`src/rtl/stl_pkg.sv`:
```
package stl_pkg;

  localparam int COORD_BITS  = 14;
  localparam int COUNT_BITS  = 7;
  localparam int INDEX_BITS  = 6;
  localparam int RATIO_BITS  = 17;
  localparam int SHAPE_BITS  = 4;
  localparam int MAX_TILES   = 64;
  localparam int RECIP_SHIFT = 16;
  localparam int RECIP_DEPTH = 64;
  localparam int ADDR_BITS   = 4;
  localparam int DATA_BITS   = 32;

  localparam logic [RATIO_BITS-1:0] RATIO_ONE    = 17'h10000;
  localparam logic [COORD_BITS-1:0] RESET_WIDTH  = 14'd1920;
  localparam logic [COORD_BITS-1:0] RESET_HEIGHT = 14'd1080;
  localparam logic [RATIO_BITS-1:0] RESET_RATIO  = 17'd32768;

  typedef enum logic [1:0] {
    MODE_MASTER  = 2'd0,
    MODE_GRID    = 2'd1,
    MODE_MONOCLE = 2'd2,
    MODE_EVEN    = 2'd3
  } mode_t;

  typedef enum logic [1:0] {
    REG_MODE   = 2'd0,
    REG_WIDTH  = 2'd1,
    REG_HEIGHT = 2'd2,
    REG_RATIO  = 2'd3
  } reg_idx_t;

  typedef struct packed {
    mode_t                  layout_mode;
    logic [COORD_BITS-1:0]  screen_width;
    logic [COORD_BITS-1:0]  screen_height;
    logic [RATIO_BITS-1:0]  master_ratio;
  } cfg_t;

  typedef struct packed {
    logic [COUNT_BITS-1:0] tile_count;
    logic [INDEX_BITS-1:0] tile_index;
  } req_t;

  typedef struct packed {
    logic                  placed;
    logic [COORD_BITS-1:0] left_x;
    logic [COORD_BITS-1:0] top_y;
    logic [COORD_BITS-1:0] tile_width;
    logic [COORD_BITS-1:0] tile_height;
  } rsp_t;

endpackage

```
`src/rtl/stl_regs.sv`:
```
module stl_regs (
  input  logic                           clk,
  input  logic                           rst,
  input  logic                           psel,
  input  logic                           penable,
  input  logic                           pwrite,
  input  logic [stl_pkg::ADDR_BITS-1:0]  paddr,
  input  logic [stl_pkg::DATA_BITS-1:0]  pwdata,
  output logic [stl_pkg::DATA_BITS-1:0]  prdata,
  output logic                           pready,
  output stl_pkg::cfg_t                  cfg
);
  import stl_pkg::*;

  reg_idx_t idx;
  logic     wr_en;

  assign idx    = reg_idx_t'(paddr[ADDR_BITS-1:2]);
  assign wr_en  = psel && penable && pwrite && pready;
  assign pready = 1'b1;

  always_ff @(posedge clk) begin
    if (rst) begin
      cfg.layout_mode   <= MODE_MASTER;
      cfg.screen_width  <= RESET_WIDTH;
      cfg.screen_height <= RESET_HEIGHT;
      cfg.master_ratio  <= RESET_RATIO;
    end else if (wr_en) begin
      unique case (idx)
        REG_MODE:   cfg.layout_mode   <= mode_t'(pwdata[1:0]);
        REG_WIDTH:  cfg.screen_width  <= pwdata[COORD_BITS-1:0];
        REG_HEIGHT: cfg.screen_height <= pwdata[COORD_BITS-1:0];
        REG_RATIO:  cfg.master_ratio  <= pwdata[RATIO_BITS-1:0];
      endcase
    end
  end

  always_comb begin
    unique case (idx)
      REG_MODE:   prdata = DATA_BITS'(cfg.layout_mode);
      REG_WIDTH:  prdata = DATA_BITS'(cfg.screen_width);
      REG_HEIGHT: prdata = DATA_BITS'(cfg.screen_height);
      REG_RATIO:  prdata = DATA_BITS'(cfg.master_ratio);
    endcase
  end

endmodule

```
`src/rtl/screen_tile_layout.sv`:
```
// Tile rectangle lookup for a tiled screen layout.
// Request channel (req_valid / req_stall / req) carries a tile count and a
// tile index; the response channel (rsp_valid / rsp_stall / rsp) returns one
// rectangle per request: placed flag, left/top edge, width and height.
// Mode, screen size and master ratio sit in APB registers at byte offsets
// 0, 4, 8 and 12; write them only while no request is in flight.
// The datapath is six register stages: count clamp and grid shape,
// reciprocal multiply, back-multiply, remainder correction, offset multiply
// and the output register; one request is taken every cycle while req_stall
// is low.
// The whole pipeline holds while rsp_valid and rsp_stall are both high;
// req_stall is raised in exactly those cycles, so nothing is lost or
// repeated and the response payload stays put.
// Reset clears all valid bits and loads the default registers: master-stack
// mode, 1920 x 1080 screen, ratio one half.
module screen_tile_layout (
  input  logic                           clk,
  input  logic                           rst,
  input  logic                           psel,
  input  logic                           penable,
  input  logic                           pwrite,
  input  logic [stl_pkg::ADDR_BITS-1:0]  paddr,
  input  logic [stl_pkg::DATA_BITS-1:0]  pwdata,
  output logic [stl_pkg::DATA_BITS-1:0]  prdata,
  output logic                           pready,
  input  logic                           req_valid,
  output logic                           req_stall,
  input  stl_pkg::req_t                  req,
  output logic                           rsp_valid,
  input  logic                           rsp_stall,
  output stl_pkg::rsp_t                  rsp
);
  import stl_pkg::*;

  localparam int CW = COORD_BITS;
  localparam int NB = COUNT_BITS;
  localparam int IB = INDEX_BITS;
  localparam int SB = SHAPE_BITS;
  localparam int PW = CW + RATIO_BITS;
  localparam int PI = IB + RATIO_BITS;
  localparam int GB = 3;

  // cols = ceil(sqrt n) from constant compares; rows is cols or cols - 1
  function automatic logic [2*SB-1:0] grid_shape(input logic [NB-1:0] n);
    logic [SB-1:0] c;
    logic [NB-1:0] t;
    c = SB'(1);
    t = '0;
    for (int k = 1; k < 8; k++) begin
      if (n > NB'(k * k)) begin
        c = SB'(k + 1);
        t = NB'(k * (k + 1));
      end
    end
    return {c, (n > t) ? c : c - SB'(1)};
  endfunction

  cfg_t cfg;

  stl_regs u_regs (
    .clk     (clk),
    .rst     (rst),
    .psel    (psel),
    .penable (penable),
    .pwrite  (pwrite),
    .paddr   (paddr),
    .pwdata  (pwdata),
    .prdata  (prdata),
    .pready  (pready),
    .cfg     (cfg)
  );

  logic [RATIO_BITS-1:0] recip_tab [RECIP_DEPTH];

  for (genvar k = 0; k < RECIP_DEPTH; k++) begin : g_recip
    localparam int DIV = (k == 0) ? 1 : k;
    localparam logic [RATIO_BITS-1:0] RV = RATIO_BITS'((1 << RECIP_SHIFT) / DIV);
    assign recip_tab[k] = RV;
  end

  logic [CW-1:0] w;
  logic [CW-1:0] h;
  logic          adv;

  assign w         = cfg.screen_width;
  assign h         = cfg.screen_height;
  assign adv       = !(rsp_valid && rsp_stall);
  assign req_stall = !adv;

  // stage 1: count clamp, grid shape
  logic [NB-1:0]   n_sat;
  logic [2*SB-1:0] shape;
  logic            placed_in;

  assign n_sat     = (req.tile_count > NB'(MAX_TILES)) ? NB'(MAX_TILES) : req.tile_count;
  assign shape     = grid_shape(n_sat);
  assign placed_in = (n_sat != '0) && (NB'(req.tile_index) < n_sat);

  logic          s1_valid;
  logic [NB-1:0] s1_n;
  logic [IB-1:0] s1_i;
  logic [SB-1:0] s1_cols;
  logic [SB-1:0] s1_rows;
  logic [IB-1:0] s1_dsh;
  logic          s1_placed;

  always_ff @(posedge clk) begin
    if (adv) begin
      s1_n      <= n_sat;
      s1_i      <= req.tile_index;
      s1_cols   <= shape[2*SB-1:SB];
      s1_rows   <= shape[SB-1:0];
      s1_dsh    <= IB'(n_sat - NB'(1));
      s1_placed <= placed_in;
    end
  end

  // stage 2: reciprocal multiplies
  logic [RATIO_BITS-1:0] ratio_sat;
  logic [PW-1:0]         p_mw;
  logic [PW-1:0]         p_sh;
  logic [PW-1:0]         p_cw;
  logic [PW-1:0]         p_ch;
  logic [PI-1:0]         p_row;

  assign ratio_sat = (cfg.master_ratio > RATIO_ONE) ? RATIO_ONE : cfg.master_ratio;
  assign p_mw      = PW'(w) * PW'(ratio_sat);
  assign p_sh      = PW'(h) * PW'(recip_tab[s1_dsh]);
  assign p_cw      = PW'(w) * PW'(recip_tab[IB'(s1_cols)]);
  assign p_ch      = PW'(h) * PW'(recip_tab[IB'(s1_rows)]);
  assign p_row     = PI'(s1_i) * PI'(recip_tab[IB'(s1_cols)]);

  logic          s2_valid;
  logic [NB-1:0] s2_n;
  logic [IB-1:0] s2_i;
  logic [SB-1:0] s2_cols;
  logic [SB-1:0] s2_rows;
  logic [IB-1:0] s2_dsh;
  logic          s2_placed;
  logic [CW-1:0] s2_mw;
  logic [CW-1:0] s2_q_sh;
  logic [CW-1:0] s2_q_cw;
  logic [CW-1:0] s2_q_ch;
  logic [IB-1:0] s2_q_row;

  always_ff @(posedge clk) begin
    if (adv) begin
      s2_n      <= s1_n;
      s2_i      <= s1_i;
      s2_cols   <= s1_cols;
      s2_rows   <= s1_rows;
      s2_dsh    <= s1_dsh;
      s2_placed <= s1_placed;
      s2_mw     <= p_mw[RECIP_SHIFT +: CW];
      s2_q_sh   <= p_sh[RECIP_SHIFT +: CW];
      s2_q_cw   <= p_cw[RECIP_SHIFT +: CW];
      s2_q_ch   <= p_ch[RECIP_SHIFT +: CW];
      s2_q_row  <= p_row[RECIP_SHIFT +: IB];
    end
  end

  // stage 3: quotient estimate times divisor
  logic          s3_valid;
  logic [NB-1:0] s3_n;
  logic [IB-1:0] s3_i;
  logic [SB-1:0] s3_cols;
  logic [SB-1:0] s3_rows;
  logic [IB-1:0] s3_dsh;
  logic          s3_placed;
  logic [CW-1:0] s3_mw;
  logic [CW-1:0] s3_q_sh;
  logic [CW-1:0] s3_q_cw;
  logic [CW-1:0] s3_q_ch;
  logic [IB-1:0] s3_q_row;
  logic [CW-1:0] s3_b_sh;
  logic [CW-1:0] s3_b_cw;
  logic [CW-1:0] s3_b_ch;
  logic [IB-1:0] s3_b_row;

  always_ff @(posedge clk) begin
    if (adv) begin
      s3_n      <= s2_n;
      s3_i      <= s2_i;
      s3_cols   <= s2_cols;
      s3_rows   <= s2_rows;
      s3_dsh    <= s2_dsh;
      s3_placed <= s2_placed;
      s3_mw     <= s2_mw;
      s3_q_sh   <= s2_q_sh;
      s3_q_cw   <= s2_q_cw;
      s3_q_ch   <= s2_q_ch;
      s3_q_row  <= s2_q_row;
      s3_b_sh   <= CW'((CW + IB)'(s2_q_sh) * (CW + IB)'(s2_dsh));
      s3_b_cw   <= CW'((CW + SB)'(s2_q_cw) * (CW + SB)'(s2_cols));
      s3_b_ch   <= CW'((CW + SB)'(s2_q_ch) * (CW + SB)'(s2_rows));
      s3_b_row  <= IB'((IB + SB)'(s2_q_row) * (IB + SB)'(s2_cols));
    end
  end

  // stage 4: remainder check, one correction step
  logic [CW-1:0] rem_sh;
  logic [CW-1:0] rem_cw;
  logic [CW-1:0] rem_ch;
  logic [IB-1:0] rem_row;
  logic          inc_row;

  assign rem_sh  = h - s3_b_sh;
  assign rem_cw  = w - s3_b_cw;
  assign rem_ch  = h - s3_b_ch;
  assign rem_row = s3_i - s3_b_row;
  assign inc_row = rem_row >= IB'(s3_cols);

  logic          s4_valid;
  logic [NB-1:0] s4_n;
  logic [IB-1:0] s4_i;
  logic          s4_placed;
  logic [CW-1:0] s4_mw;
  logic [CW-1:0] s4_sh;
  logic [CW-1:0] s4_cw;
  logic [CW-1:0] s4_ch;
  logic [GB-1:0] s4_grow;
  logic [GB-1:0] s4_gcol;

  always_ff @(posedge clk) begin
    if (adv) begin
      s4_n      <= s3_n;
      s4_i      <= s3_i;
      s4_placed <= s3_placed;
      s4_mw     <= s3_mw;
      s4_sh     <= s3_q_sh + CW'(rem_sh >= CW'(s3_dsh));
      s4_cw     <= s3_q_cw + CW'(rem_cw >= CW'(s3_cols));
      s4_ch     <= s3_q_ch + CW'(rem_ch >= CW'(s3_rows));
      s4_grow   <= GB'(s3_q_row + IB'(inc_row));
      s4_gcol   <= inc_row ? GB'(rem_row - IB'(s3_cols)) : GB'(rem_row);
    end
  end

  // stage 5: offsets
  logic          s5_valid;
  logic [NB-1:0] s5_n;
  logic [IB-1:0] s5_i;
  logic          s5_placed;
  logic [CW-1:0] s5_mw;
  logic [CW-1:0] s5_sh;
  logic [CW-1:0] s5_cw;
  logic [CW-1:0] s5_ch;
  logic [CW-1:0] s5_y_sh;
  logic [CW-1:0] s5_gx;
  logic [CW-1:0] s5_gy;

  always_ff @(posedge clk) begin
    if (adv) begin
      s5_n      <= s4_n;
      s5_i      <= s4_i;
      s5_placed <= s4_placed;
      s5_mw     <= s4_mw;
      s5_sh     <= s4_sh;
      s5_cw     <= s4_cw;
      s5_ch     <= s4_ch;
      s5_y_sh   <= CW'((CW + IB)'(s4_i - IB'(1)) * (CW + IB)'(s4_sh));
      s5_gx     <= CW'((CW + GB)'(s4_gcol) * (CW + GB)'(s4_cw));
      s5_gy     <= CW'((CW + GB)'(s4_grow) * (CW + GB)'(s4_ch));
    end
  end

  // stage 6: mode select into the output register
  logic [CW-1:0] w2;
  logic [CW-1:0] h2;
  rsp_t          grid_rect;
  rsp_t          rsp_next;

  assign w2 = w >> 1;
  assign h2 = h >> 1;

  always_comb begin
    grid_rect = '{placed: 1'b1, left_x: s5_gx, top_y: s5_gy,
                  tile_width: s5_cw, tile_height: s5_ch};
    rsp_next  = '{placed: 1'b1, left_x: '0, top_y: '0, tile_width: w, tile_height: h};
    unique case (cfg.layout_mode)
      MODE_MASTER: begin
        if (s5_i == '0) begin
          rsp_next.tile_width = s5_mw;
        end else begin
          rsp_next.left_x      = s5_mw;
          rsp_next.top_y       = s5_y_sh;
          rsp_next.tile_width  = w - s5_mw;
          rsp_next.tile_height = s5_sh;
        end
      end
      MODE_GRID: rsp_next = grid_rect;
      MODE_MONOCLE: ;
      MODE_EVEN: begin
        case (s5_n)
          NB'(1): ;
          NB'(2): begin
            rsp_next.left_x     = s5_i[0] ? w2 : '0;
            rsp_next.tile_width = w2;
          end
          NB'(3): begin
            rsp_next.tile_width = w2;
            if (s5_i != '0) begin
              rsp_next.left_x      = w2;
              rsp_next.top_y       = s5_i[1] ? h2 : '0;
              rsp_next.tile_height = h2;
            end
          end
          NB'(4): begin
            rsp_next.left_x      = s5_i[0] ? w2 : '0;
            rsp_next.top_y       = s5_i[1] ? h2 : '0;
            rsp_next.tile_width  = w2;
            rsp_next.tile_height = h2;
          end
          default: rsp_next = grid_rect;
        endcase
      end
    endcase
    if (!s5_placed) rsp_next = '0;
  end

  always_ff @(posedge clk) begin
    if (adv) begin
      rsp <= rsp_next;
    end
  end

  always_ff @(posedge clk) begin
    if (rst) begin
      s1_valid  <= 1'b0;
      s2_valid  <= 1'b0;
      s3_valid  <= 1'b0;
      s4_valid  <= 1'b0;
      s5_valid  <= 1'b0;
      rsp_valid <= 1'b0;
    end else if (adv) begin
      s1_valid  <= req_valid;
      s2_valid  <= s1_valid;
      s3_valid  <= s2_valid;
      s4_valid  <= s3_valid;
      s5_valid  <= s4_valid;
      rsp_valid <= s5_valid;
    end
  end

endmodule
```
`config.mk`:
```
export PLATFORM = sky130hd
export DESIGN_NAME = screen_tile_layout
export DESIGN_NICKNAME = d
export VERILOG_FILES = /design/src/rtl/stl_pkg.sv /design/src/rtl/stl_regs.sv /design/src/rtl/screen_tile_layout.sv
export SDC_FILE = /design/constraint.sdc
export NUM_CORES = 2
export LEC_CHECK = 0
export BUFFER_PORTS_ARGS = -buffer_cell sky130_fd_sc_hd__buf_2
export CELL_PAD_IN_SITES_DETAIL_PLACEMENT = 2
export CELL_PAD_IN_SITES_GLOBAL_PLACEMENT = 2
export CORE_MARGIN = 3
export CORE_UTILIZATION = 39
export CTS_CLUSTER_DIAMETER = 60
export DETAILED_ROUTE_END_ITERATION = 6
export HOLD_SLACK_MARGIN = 0.1
export PLACE_DENSITY_LB_ADDON = 0.1
export RECOVER_POWER = 50
export SLEW_MARGIN = 0
export SYNTH_ARGS = -nofsm -noshare
export SYNTH_HDL_FRONTEND = slang
export SYNTH_SLANG_ARGS = --single-unit
```
`constraint.sdc`:
```
create_clock -name clk -period 12.8 [get_ports clk]
set_clock_uncertainty 0.2 [all_clocks]
set_input_delay 0.64 -clock clk [delete_from_list [all_inputs] [get_ports clk]]
set_output_delay 0.64 -clock clk [all_outputs]
set_load 0.005 [all_outputs]
```
Yosys cells after proc, flatten, opt, wreduce, memory -nomap -nowiden:

Memories as Yosys holds them, arrays and structs flattened.
Index checks and enable logic that the tools add are counted.

* bits in registers: 551
* ROM bits: 3264
* input bits: 56
* output and inout bits: 92
* word-level logic and storage cells: 178
* memories: 3

* $add $sub $neg: 13
* $mul: 12
* magnitude comparators: 18
* equal/unequal tests: 9
* muxes and demuxes: 38
* bitwise logic cells: 3
* reductions and logical operators: 16

Memory list
* (no name shown): words 64, width 17, read ports 1, clocked after Yosys merged registers in 0, write ports 0, RTL line screen_tile_layout.sv:131 `assign p_row = PI'(s1_i) * PI'(recip_tab[IB'(s1_cols)]);`
* (no name shown): words 64, width 17, read ports 1, clocked after Yosys merged registers in 0, write ports 0, RTL line screen_tile_layout.sv:130 `assign p_ch = PW'(h) * PW'(recip_tab[IB'(s1_rows)]);`
* (no name shown): words 64, width 17, read ports 1, clocked after Yosys merged registers in 0, write ports 0, RTL line screen_tile_layout.sv:128 `assign p_sh = PW'(h) * PW'(recip_tab[s1_dsh]);`

Operators with widths (count)
* $pmux W56 S3: 1
* $pmux W32 S4: 1
* $pmux W14 S3: 3
* $mul A14 B17 Y30: 4
* $mux W17: 7
* $mux W57: 1
* $sub A14 B14 Y14: 4
* $add A14 B1 Y14: 3
* $mux W14: 3
* $mux W7: 6
* $ge A14 B4 Y1: 2
* $mul A14 B4 Y14: 2
* $mul A3 B14 Y14: 2
* $mux W28: 1
* $pmux W14 S2: 1
* $mux W27: 1
* $mux W13: 2
* $mul A6 B17 Y22: 1
* $ge A7 B7 Y1 const B: 3
* $mux W4: 5
* $gt A17 B17 Y1 const B: 1
* $mul A7 B15 Y14: 1
* $eq A7 B2 Y1 const B: 2
* $ge A14 B6 Y1: 1
* 33 further kinds: 51

Longest topological paths before layout:

* depth in word-level cells: 12
* depth in mapped cells: 35
* depth with buffers taken out: 32

Modules after synthesis:

A second synthesis with hierarchy kept.

* cell total of the unflattened synthesis: 6714
* area, all modules: 65302.6 sq um

By module, submodules not included
* screen_tile_layout: times used 1, cells an instance 6477, area each 62895.3 sq um, seq. area each 15074.5 sq um
* stl_regs: times used 1, cells an instance 237, area each 2407.3 sq um, seq. area each 940.9 sq um

Worst setup path before layout:

OpenSTA, ideal clock, no wires.

* kind: in2reg
* start point: in rsp_stall
* end point: reg s1_valid
* library setup time: 164 ps
* arrival: 13508 ps
* required time: 12436 ps
* path slack: -1071 ps
* cell stages on the path: 4
* buffers on the path: 0
* path through: nand2_1 inv_1 nand2_1 a21oi_1

* word-level cells in the longest chain between the ends: 1

Ends and longest elaborated chain
* from (decl): RTL line screen_tile_layout.sv:30 `input logic rsp_stall,`
* $logic_and A1 B1 Y1: RTL line screen_tile_layout.sv:87 `assign adv = !(rsp_valid && rsp_stall);`
* via req_stall: RTL line screen_tile_layout.sv:27 `output logic req_stall,`
* to (signal assigned): RTL line screen_tile_layout.sv:335 `s1_valid <= req_valid;`
* to (decl): RTL line screen_tile_layout.sv:99 `logic s1_valid;`

The timed path passes the listed nets, and every way through them passes these cells.
A chain may end at the register's enable or synchronous reset.

Final worst setup path:

* start point: reg s1_dsh[5]
* end point: reg s2_q_sh[6], data pin

* word-level cells in the longest chain between the ends: 5

Ends and longest elaborated chain
* from (decl): RTL line screen_tile_layout.sv:104 `logic [IB-1:0] s1_dsh;`
* from (signal assigned): RTL line screen_tile_layout.sv:113 `s1_dsh <= IB'(n_sat - NB'(1));`
* $not A6 Y7 (not written as such): RTL line screen_tile_layout.sv:128
* $mem_v2 Z64 W17
* $mux W17 (not written as such) (2 in a row): RTL line screen_tile_layout.sv:128
* $mul A14 B17 Y30: RTL line screen_tile_layout.sv:128
* via p_sh[22]: RTL line screen_tile_layout.sv:121 `logic [PW-1:0] p_sh;`
* to (signal assigned): RTL line screen_tile_layout.sv:155 `s2_q_sh <= p_sh[RECIP_SHIFT +: CW];`
* to (decl): RTL line screen_tile_layout.sv:141 `logic [CW-1:0] s2_q_sh;`

The timed path passes the listed nets, and every way through them passes these cells. The select of a mux whose other input is x is not followed.

==> summary.md <==
| Metric | Value |
|---|---|
| Largest register by flop count | rsp |
| Delay-heaviest family, CP | adder cells |
| Boundary pin count | 148 |
| Most frequent cells in the layout | inv_1, nand2_1, fa_1 |
| Post-synth ARST share | 0% |
| Worst EP required | between 10 and 15 ns |
| Final Instance Area | 70,790 um^2 |
| Failing checks | capacitance limit, slew limit |
| Reg2Reg Depth | 26 |
| Tot GR Track Use | about a quarter |
| Synth Instances | 6,693 |
| CP most frequent cell | fa_1 |
| CTS buffer count | 84 |
| Largest net degree at the start of global routing | 94 |
| Detailed Route Iter0 Violations | 2,470 |
| Initial cell density of the core | 39.56% |
| Status | finished with violations |
| Hold Crit Class | reg -> reg |
| CP Depth | 26 |
| Max H-tree Level | 3 |
| Final core occ | 43.19% |
| Number of synthesized register bits | 551 |
| CP Capture Type | flip-flop |
| CORE AREA | 163,900 um^2 |
| Fin crit period | 9.498 ns |
| Post-synth top flop | edfxtp_1 |
| Fmax | 105.3 MHz |
| Post-DRT Antenna Nets | 0 |
| Number of flops mapped to enable cells by yosys | 498 |
| Final GP Congestion | 0.8261 |
| Yosys warns | 0 |
| Row count | 148 |
| Number of flip-flops in the largest register | 57 |
| Commonest non-fill, non-tap cell in the layout | inv_1 |
| Setup TNS | 0 ns |
| RSZ-0062 raised after global routing | false |
| Synth cell types | 84 |
| CP max stage delay | 1.39 ns |
| Hold Path Depth | 0 |
| Syn avg cell area | ~9.7 um^2 |
| CP Launch Type | flip-flop |
| Total wire length | about 210,000 um |
| Final Max Tran Viols | 359 |
| Drc violations | 0 |
| Crit Path Max Fanout | 42 |
| Congestion Overflow GR | 0 |
| CTS tree | built |
| Clock transition at path regs | 0.06 ns |
| Mapped Area | around 65,000 um^2 |
| Hold Vio Cnt, Final | 0 |
| Port Buf Inserts | ~110 |
| Crit-path slowest cell | clkbuf_1 |
| Sequential area share after synthesis | 24.70% |
| CP arrival | 9.75 ns |
| CTS sink cnt | roughly 550 |
| NumNets Final | 8,266 |
| Vias per std cell | 5.281 |
| Slew margin rel. | -187.9% |
| Setup CP Type | reg -> reg |
| Die ar. | ~170,000 um^2 |
| Root Buffer | clkbuf_16 |
| CP bufs+invs | 4 |
| Via count | 47,208 |
| Final HPWL DP | between 150,000 and 200,000 um |
| Initial antenna violation count | 14 |
| Biggest regs | rsp (57), u_regs.cfg (47) |
| Number of global-route vias before repair | 54,529 |
| Routed WL per cell | approximately 24 um |
| Peak supply drop | 115.7 uV |
| Die height | a little over 400 um |
| Final period util | 74.20% |
| First-pass GRT wire length | 327,000 um |
| Later-pin clock latency in the skew report | 0.71 ns |
| Worst Tran Pin Value | between 4 and 5 ns |
| Clock Path Buffers | 3 |
| Power Density | 173.9 nW/um^2 |
| Max-cap viol count | 7 |
| Initial DRT Pass Iterations | 7 |
| Area Growth Syn to Fin | 9.189% |
| Pleak | about 34 nW |
| Die W | ~410 um |
| Cell Area, Placed | 67,800 um^2 |
| Ratio of cells with drive above 1 in the final layout | just over 6% |
| Final setup violation count | 0 |
[worst reg2reg max path, stage by stage (launching register included)]
cell and delay [ns]:
edfxtp_1 0.32, clkbuf_1 1.39, or2_2 0.55, a221o_1 0.16
o21ai_0 0.12, a21oi_2 0.85, nand2_1 0.19, fa_1 0.56
inv_1 0.06, fa_1 0.57, fa_1 0.44, fa_1 0.49
fa_1 0.51, inv_1 0.05, fa_1 0.47, inv_1 0.05
ha_1 0.32, a21o_1 0.21, a21o_1 0.17, a21oi_1 0.18
nand2_1 0.10, a311o_1 0.34, and3_1 0.24, nor2_1 0.20
o21ai_1 0.14, o41ai_2 0.24, xnor2_1 0.12
[area by class of cell]
type,instances,area [um^2]
Clock inverter,65,686.9
Antenna cell,3,7.507
Inverter,1164,4369
Fill cell,17515,93100
Sequential cell,551,16050
Tap cell,2175,2721
Clock buffer,91,2160
Multi-Input combinational cell,4647,43280
Timing Repair Buffer,244,1510
[worst paths after layout]
| path | start | slack, ns | to |
|---|---|---|---|
| worst max register to register | s1_dsh[5]$_DFFE_PN_ | 3.30 | s2_q_sh[6]$_DFFE_PN_ |
| worst min-delay path | s2_placed$_DFFE_PN_ | 0.20 | s3_placed$_DFFE_PN_ |
| worst max-delay path | s1_dsh[5]$_DFFE_PN_ | 3.30 | s2_q_sh[6]$_DFFE_PN_ |
| worst min register to register | s2_placed$_DFFE_PN_ | 0.20 | s3_placed$_DFFE_PN_ |
[power by group]
group | switching [W] | internal, W | leakage, nW
logic | 0.00391 | 0.00283 | 26.3
clock network | 0.000987 | 0.00136 | 1.38
registers | 0.000492 | 0.00273 | 6.00
[cells by family after synthesis]
logic type	count (synthesis)	synth area share (%)
AOI/OAI and AO/OA	697	7.102
and+or+nand+nor	2134	15.48
DFF	551	24.70
buffers and inverters	1509	8.843
other	2	0.01158
xor gates and xnor gates	254	3.431
muxes	28	0.5192
adders and majority gates	1518	39.90
[through the flow]
stage	instances	setup slack (ns)	power, W	hold slack, ns
final	8940	3.302	0.01231	0.2044
after detailed placement	8756	3.521	0.01004	0.2057
after CTS	8937	3.481	0.01252	0.1969
after floorplan	6707	4.340	0.007852	0.2003
after global routing	8938	2.814	0.01356	0.2096
after global placement	8756	3.613	0.009642	0.2006
[per-layer routing]
layer / share of wire (%) / GRT usage (%)
met1: 46 / 33.96
met2: 49 / 43.48
met3: 3.2 / 2.088
met4: 2.2 / 5.829
met5: 0 / 0
[Yosys cell counts (all sizes together), types with 8 or more instances]
library cell / number / area, um^2
o21ai: 143 / 715.7
nor2: 194 / 728.2
a211oi: 26 / 195.2
a21oi: 220 / 1105
nand4: 14 / 87.58
nand2b: 39 / 244.0
a222oi: 27 / 270.3
xor2: 57 / 499.2
mux2: 15 / 168.9
dfxtp: 53 / 1061
a221oi: 22 / 192.7
a22o: 19 / 166.4
mux2i: 10 / 100.1
a21o: 50 / 376.6
a31oi: 14 / 87.58
fa: 916 / 18340
and3: 96 / 608.1
o21bai: 17 / 127.6
nor3: 47 / 235.2
edfxtp: 498 / 14950
nor2b: 79 / 494.2
nand2: 1109 / 4163
and2: 429 / 2689
o211ai: 19 / 147.6
buf: 32 / 188.9
or2: 15 / 93.84
clkbuf: 313 / 1175
xnor2: 197 / 1725
a22oi: 13 / 97.59
nor3b: 8 / 60.06
a21boi: 14 / 105.1
o21a: 35 / 271.5
ha: 602 / 7532
inv: 1162 / 4362
nand3: 58 / 290.3
nand3b: 12 / 90.09
nor4: 13 / 87.58
o31ai: 11 / 92.58
[what timing repair did]
| item | in CTS | in global routing |
|---|---|---|
| hold buffers | 25 | 0 |
| setup buffers | 0 | 0 |
| hold endpoints to repair | 52 | 0 |
| resized for setup | 0 | 0 |
No activity file was read; power rests on OpenSTA's default activity.
